**config.mk**
```make
export PLATFORM = sky130hd
export DESIGN_NAME = positional_insert_queue
export DESIGN_NICKNAME = d
export VERILOG_FILES = /design/src/hdl/piq_pkg.sv /design/src/hdl/piq_cell.sv /design/src/hdl/positional_insert_queue.sv
export SDC_FILE = /design/constraint.sdc
export NUM_CORES = 1
export LEC_CHECK = 0
export BUFFER_PORTS_ARGS = -buffer_cell sky130_fd_sc_hd__buf_2
export CAP_MARGIN = 20
export CORE_UTILIZATION = 23
export DETAILED_ROUTE_END_ITERATION = 8
export PLACE_DENSITY = 0.46
export SYNTH_ARGS = -nofsm -noshare
export SYNTH_HDL_FRONTEND = slang
export SYNTH_HIERARCHICAL = 1
export SYNTH_SLANG_ARGS = --single-unit
```
**constraint.sdc**
```tcl
create_clock -name clk -period 10.9 [get_ports clk]
set_input_delay 1.09 -clock clk [delete_from_list [all_inputs] [get_ports clk]]
set_output_delay 1.09 -clock clk [all_outputs]
set_load 0.02 [all_outputs]
```
**src/hdl/piq_pkg.sv**
```systemverilog
// shared types and codes for the positional insert queue
package piq_pkg;

	// width of the broadcast slot index, matches the request position field
	localparam int unsigned POS_W = 8;

	// result status codes
	typedef enum logic [1:0] {
		ST_DONE  = 2'd0,
		ST_FULL  = 2'd1,
		ST_EMPTY = 2'd2
	} status_t;

	// per-cycle operation seen by every cell
	typedef enum logic [1:0] {
		OP_HOLD,
		OP_INSERT,
		OP_POP
	} cell_op_t;

	// control broadcast along the chain
	typedef struct packed {
		cell_op_t         op;
		logic [POS_W-1:0] slot;
	} cell_ctrl_t;

endpackage

```
**src/hdl/piq_cell.sv**
```systemverilog
// one storage cell of the queue chain, front of the queue is cell zero
module piq_cell import piq_pkg::*; #(
	parameter int unsigned ENTRY_WIDTH = 32,
	parameter int unsigned INDEX       = 0
) (
	input  logic                   clk,
	input  cell_ctrl_t             ctrl,
	input  logic [ENTRY_WIDTH-1:0] new_word,
	input  logic [ENTRY_WIDTH-1:0] prev_word,
	input  logic [ENTRY_WIDTH-1:0] next_word,
	output logic [ENTRY_WIDTH-1:0] word
);

	localparam logic [POS_W-1:0] MY_SLOT = POS_W'(INDEX);

	logic [ENTRY_WIDTH-1:0] word_q;
	logic [ENTRY_WIDTH-1:0] word_d;

	// select hold, load, take from front neighbor or take from back neighbor
	always_comb begin
		word_d = word_q;
		case (ctrl.op)
			OP_INSERT: begin
				if (ctrl.slot == MY_SLOT) begin
					word_d = new_word;
				end else if (ctrl.slot < MY_SLOT) begin
					word_d = prev_word;
				end
			end
			OP_POP: begin
				word_d = next_word;
			end
			default: begin
				word_d = word_q;
			end
		endcase
	end

	// slot storage
	always_ff @(posedge clk) begin
		word_q <= word_d;
	end

	assign word = word_q;

endmodule

```
**src/hdl/positional_insert_queue.sv**
```systemverilog
// top level of the positional insert queue
//
// A bounded queue of up to DEPTH entries kept in a chain of cells, front at
// cell zero. Requests arrive on in_valid/in_ready with req_type, position
// and entry_word. An insert (req_type 0) places entry_word at the 1-based
// position counted from the front, position 0 acting as 1 and positions
// beyond the fill level appending at the back; a full queue drops it with
// status 1. A pop (req_type 1) removes the front entry and returns it with
// out_valid set; an empty queue answers status 2.
// Every request yields one result transaction on result_valid/result_ready
// carrying out_valid, out_entry, status and fill_level (count afterwards).
// The result is registered in the cycle after the request is taken; all cells shift in
// the same cycle, so one request is taken every cycle while results drain.
// The single output register stalls the request side only while a result
// waits and result_ready is low.
// Reset clears the fill level and the pending result; cell contents are
// left unknown and are never read before being written.
module positional_insert_queue import piq_pkg::*; #(
	parameter int unsigned DEPTH       = 16,
	parameter int unsigned ENTRY_WIDTH = 32
) (
	input  logic        clk,
	input  logic        arst_n,
	input  logic        in_valid,
	output logic        in_ready,
	input  logic        req_type,
	input  logic [7:0]  position,
	input  logic [31:0] entry_word,
	output logic        result_valid,
	input  logic        result_ready,
	output logic        out_valid,
	output logic [31:0] out_entry,
	output logic [1:0]  status,
	output logic [4:0]  fill_level
);

	localparam int unsigned CW = $clog2(DEPTH + 1);
	localparam logic [CW-1:0] FULL_COUNT = CW'(DEPTH);
	// wide enough for position + 1 and any count
	localparam int unsigned PW = (CW > POS_W) ? CW + 1 : POS_W + 1;

	logic [CW-1:0]          count_q;
	logic                   res_valid_q;
	logic                   out_valid_q;
	logic [31:0]            out_entry_q;
	status_t                status_q;
	logic [CW-1:0]          count_d;
	logic                   in_fire;
	logic                   is_full;
	logic                   is_empty;
	logic [PW-1:0]          pos_eff;
	logic [PW-1:0]          count_ext;
	logic [PW-1:0]          ins_slot;
	cell_ctrl_t             ctrl;
	logic [ENTRY_WIDTH-1:0] new_word;
	logic [ENTRY_WIDTH-1:0] slot_w [DEPTH];

	// handshake, the output register frees when taken
	assign in_ready = !res_valid_q || result_ready;
	assign in_fire  = in_valid && in_ready;
	assign is_full  = (count_q == FULL_COUNT);
	assign is_empty = (count_q == '0);

	// clamp the insert position to the front and to the back of the queue
	assign pos_eff   = (position == 8'd0) ? PW'(1) : PW'(position);
	assign count_ext = PW'(count_q);
	assign ins_slot  = (pos_eff > count_ext) ? count_ext : (pos_eff - PW'(1));
	assign new_word  = ENTRY_WIDTH'(entry_word);

	// operation broadcast to the chain
	always_comb begin
		ctrl.op   = OP_HOLD;
		ctrl.slot = POS_W'(ins_slot);
		count_d   = count_q;
		if (in_fire) begin
			if (req_type) begin
				if (!is_empty) begin
					ctrl.op = OP_POP;
					count_d = count_q - CW'(1);
				end
			end else if (!is_full) begin
				ctrl.op = OP_INSERT;
				count_d = count_q + CW'(1);
			end
		end
	end

	// chain of cells, each linked to its front and back neighbors
	for (genvar i = 0; i < DEPTH; i++) begin : g_cell
		logic [ENTRY_WIDTH-1:0] prev_word;
		logic [ENTRY_WIDTH-1:0] next_word;
		if (i == 0) begin : g_front
			assign prev_word = '0;
		end else begin : g_mid_front
			assign prev_word = slot_w[i-1];
		end
		if (i == DEPTH - 1) begin : g_back
			assign next_word = '0;
		end else begin : g_mid_back
			assign next_word = slot_w[i+1];
		end
		piq_cell #(
			.ENTRY_WIDTH(ENTRY_WIDTH),
			.INDEX      (i)
		) u_cell (
			.clk      (clk),
			.ctrl     (ctrl),
			.new_word (new_word),
			.prev_word(prev_word),
			.next_word(next_word),
			.word     (slot_w[i])
		);
	end

	// control state
	always_ff @(posedge clk or negedge arst_n) begin
		if (!arst_n) begin
			count_q     <= '0;
			res_valid_q <= 1'b0;
		end else begin
			count_q <= count_d;
			if (in_fire) begin
				res_valid_q <= 1'b1;
			end else if (result_ready) begin
				res_valid_q <= 1'b0;
			end
		end
	end

	// result payload
	always_ff @(posedge clk) begin
		if (in_fire) begin
			out_valid_q <= 1'b0;
			out_entry_q <= '0;
			status_q    <= ST_DONE;
			if (req_type) begin
				if (is_empty) begin
					status_q <= ST_EMPTY;
				end else begin
					out_valid_q <= 1'b1;
					out_entry_q <= 32'(slot_w[0]);
				end
			end else if (is_full) begin
				status_q <= ST_FULL;
			end
		end
	end

	assign result_valid = res_valid_q;
	assign out_valid    = out_valid_q;
	assign out_entry    = out_entry_q;
	assign status       = status_q;
	assign fill_level   = 5'(count_q);

`ifndef SYNTHESIS
	// fill level never passes the capacity
	a_count_bound: assert property (@(posedge clk) disable iff (!arst_n)
		count_q <= FULL_COUNT)
		else $error("queue count above depth");

	// a pop on a non-empty queue returns an entry and shrinks the queue
	a_pop_ok: assert property (@(posedge clk) disable iff (!arst_n)
		in_fire && req_type && !is_empty |=>
			res_valid_q && out_valid_q && status_q == ST_DONE &&
			count_q == $past(count_q) - CW'(1))
		else $error("pop result or count wrong");

	// an insert into a full queue is dropped without touching the count
	a_full_drop: assert property (@(posedge clk) disable iff (!arst_n)
		in_fire && !req_type && is_full |=>
			status_q == ST_FULL && !out_valid_q && $stable(count_q))
		else $error("full insert not dropped");
`endif

endmodule

```
==> summary.txt <==
Timing
  – Fmax: about 190 MHz
  – Worst Max-Slew Pin Slew: between 900 and 1000 ps
  – Final max-slew violation count: 0
  – Final min period: 5260 ps
  – Final setup viols: 0
  – Final period utilization: 48.2%
  – Post-route clock skew: 19.2 ps
  – Worst slew margin relative to its limit: 36.7%
  – Setup TNS: 0 ps
  – Final worst slack: 5640 ps
  – RSZ-0062 raised after global routing: false
  – Final Hold Violating Endpoints: 0

Critical path
  – Worst setup SP type: input pin
  – Critical path peak fanout: 73
  – CP max stage cell: or4b_4
  – Crit-path cells: buf_2, or3_4, nor2_4, a31oi_2, ha_1, nand4_1, mux2i_1, a21oi_2, nor2_4, mux2i_4, buf_4, or4b_4, a2111o_1, nand2_1, buf_4
  – WP buf/inv: 3
  – Largest delay share family, worst path: simple AND/OR/NAND/NOR gates
  – WP data required: around 11000 ps
  – Worst path max stage delay: slightly above 700 ps
  – CP endpoint kind: flop
  – WS Path Type: input pin to flop
  – Critical path arrival: 5540 ps

Die
  – I/O pin cnt: 87
  – Die width: 372 microns
  – Initial Util: 23.2%
  – # rows: 135
  – Die Y: 372 microns
  – Die ar.: around 140000 sq um
  – Core ar.: 136000 sq um

Global route
  – Gr usage total: 15.4%
  – Initial antenna violation count: 1
  – Largest net degree at the start of global routing: 74
  – Vias in the first global route: 24200
  – First-pass GRT wire length: 165000 microns
  – Gr ovfl total: 0

Placed design
  – Routability cong.: 0.785
  – I/O Buffers: 86
  – Setup WS pre-CTS: 5040 ps
  – DP HPWL: 70500 microns
  – Area of placed instances: 32900 sq um

Synthesis
  – Library cells used by synthesis: 74
  – Ys async rst share: between 1 and 1.5%
  – Share of the yosys chip area belonging to registers: 52.5%
  – Synth Instances: 3043
  – Synthesized area per cell: just over 10 sq um
  – Dominant synthesized flop cell: edfxtp_1
  – Seq cells post-synth: 553
  – Ys Warns: 6
  – Post-Synthesis Cell Area: 31500 sq um
  – Post-synth EDFFs: 547

Detailed routing
  – Drt pass-1 iters: 5
  – DRT iter0 DRCs: 2598
  – # DRC: 0
  – Final WL: around 110000 microns
  – Vias per cell: 5.15
  – Via count: 25200
  – Detail Route Antenna Nets: 0
  – DR WL/cell: approximately 22 microns

Worst hold path
  – Hold Path Class: input pin to asynchronous set/reset pin

Power and ir drop
  – PD cells: 196 nW/um^2
  – Leakage power: 10.9 nW
  – Maximum vdd ir drop: 0.177 mV

Final layout
  – Share of layout cells above drive strength 1: between 10% and 20%
  – Nets: roughly 3100
  – Fillers: 14500
  – Area grow syn2layout: 11.4%
  – Final design area excluding fillers: roughly 35000 sq um
  – N_diodes: 0

Clocking
  – Clock sink count: 553
  – Clk slew on worst S/H paths: around 60 ps
  – Clock root buffer: clkbuf_16
  – CTS Buf Count: 70
  – Later-pin clock latency in the skew report: ~640 ps
  – Clock Tree Buf Depth: 3
  – CTS tree: yes
  – Post-CTS Resized: 0
  – Setup Fix Bufs, Post-CTS: 0
  – Cts hold-fix bufs: 0
  – CTS H-tree lvls: 3

Outcome
  – Status: completed

Flow run
  – Max_cap viols: 0
-- cell usage in the layout (no fill, tap or decap), types with 15 or more instances in the layout --
master     synthesis  final
edfxtp_1         547    547
nor2_1           456    455
a31oi_1          448    448
o21ai_1          403    401
nand3_1          386    386
conb_1             1     98
buf_2             50     86
buf_4             31     74
clkbuf_16          0     73
a21oi_1           68     68
nand4b_1          45     45
o21ai_0           46     45
nand4_1           35     35
mux2i_1           37     33
and2_1            33     33
and3b_1           33     33
mux2_4            30     30
clkbuf_1          68     18
nand2b_2           0     15
-- cell type report --
cell class	count	area, sq um	share of cell area (%)
tap	1781	2230	6.34
clock inverter	31	275	0.783
sequential	553	16600	47.2
clock buffer	91	1890	5.39
timing repair buffer	163	1040	2.96
multi-input combinational	2270	13100	37.3
inverter	9	33.8	0.0961
-- where the power goes --
part | internal (mW) | switching, mW
Sequential | 2.66 | 0.143
Combinational | 0.486 | 1.30
Clock | 1.32 | 0.968
Total | 4.47 | 2.42
-- stage by stage --
stage	utilization (%)	total power, mW	cells	hold slack (ps)
final	25.9	6.88	4898	270
after global routing	25.9	7.16	4898	262
after CTS	25.9	6.92	4896	240
after detailed placement	24.3	4.63	4774	537
after global placement	24.2	4.61	4773	529
after floorplan	-	4.12	3140	525
-- worst register-to-register path, stage by stage (launching register included) --
cell	delay (ps)
dfrtp_1	430
inv_2	140
ha_1	260
nor2b_1	140
o211ai_1	180
a21oi_2	110
nor2_4	330
mux2i_4	280
buf_4	710
or4b_4	780
a2111o_1	460
nand2_1	80
buf_4	390
-- Yosys cell counts, types with 6 or more instances --
library cell	n	area share (%)
clkbuf_1	68	0.81
ha_1	9	0.36
buf_6	71	2.5
a31oi_1	448	8.9
mux2_4	30	1.4
o21ai_0	46	0.73
nand4b_1	45	1.2
dlygate4sd1_1	15	0.42
buf_2	50	0.79
nor2_1	456	5.4
nor3_1	6	0.095
dlymetal6s2s_1	13	0.52
clkbuf_8	18	0.79
and2_1	33	0.65
o21ai_2	7	0.19
inv_2	7	0.083
nand2b_1	19	0.38
mux2i_1	37	1.2
clkbuf_2	6	0.095
nand2_1	16	0.19
nand4_1	35	0.69
dfrtp_1	6	0.48
a21oi_1	68	1.1
nand3_1	386	6.1
nor4_4	9	0.61
clkbuf_4	27	0.64
or4_4	13	0.46
and3b_1	33	0.92
edfxtp_1	547	52
o21ai_1	403	6.4
buf_4	31	0.74
-- worst paths after layout --
check	startpoint	end	slack, ps	cells past startpoint
min reg2reg	g_cell[0].u_cell/word[21]	out_entry[21]	550	1
max	position[5]	g_cell[8].u_cell/word[17]	5640	15
max reg2reg	fill_level[1]	g_cell[8].u_cell/word[17]	6240	12
max in group asynchronous	arst_n	fill_level[4]	10480	1
min	arst_n	result_valid	270	1
min in group clk	g_cell[0].u_cell/word[21]	out_entry[21]	550	1
-- sequential cells by signal (all words and copies together) (netlist names) --
name and flops:
fill_level 5, g_cell.u_cell/word 512, out_valid 1, status 2
out_entry 32, result_valid 1
-- per-layer routing --
metal / vias up / track usage [%] / share of wire, %
li1: 11700 / - / -
met1: 12500 / 22.3 / 47
met2: 889 / 23.4 / 44
met3: 160 / 2.44 / 6.2
met4: 0 / 4.73 / 2.8
met5: - / 0 / 0
-- cell families after synthesis --
group,Yosys count,synth area share [%]
xor+xnor,8,0.222
simple gates,1100,18.5
compound gates,984,17.6
fa+ha+maj,10,0.420
buf+inv,317,7.94
mux,70,2.71
flops,553,52.5
other cells,1,0.0119
Note: power is estimated with default switching activity, not from simulation.
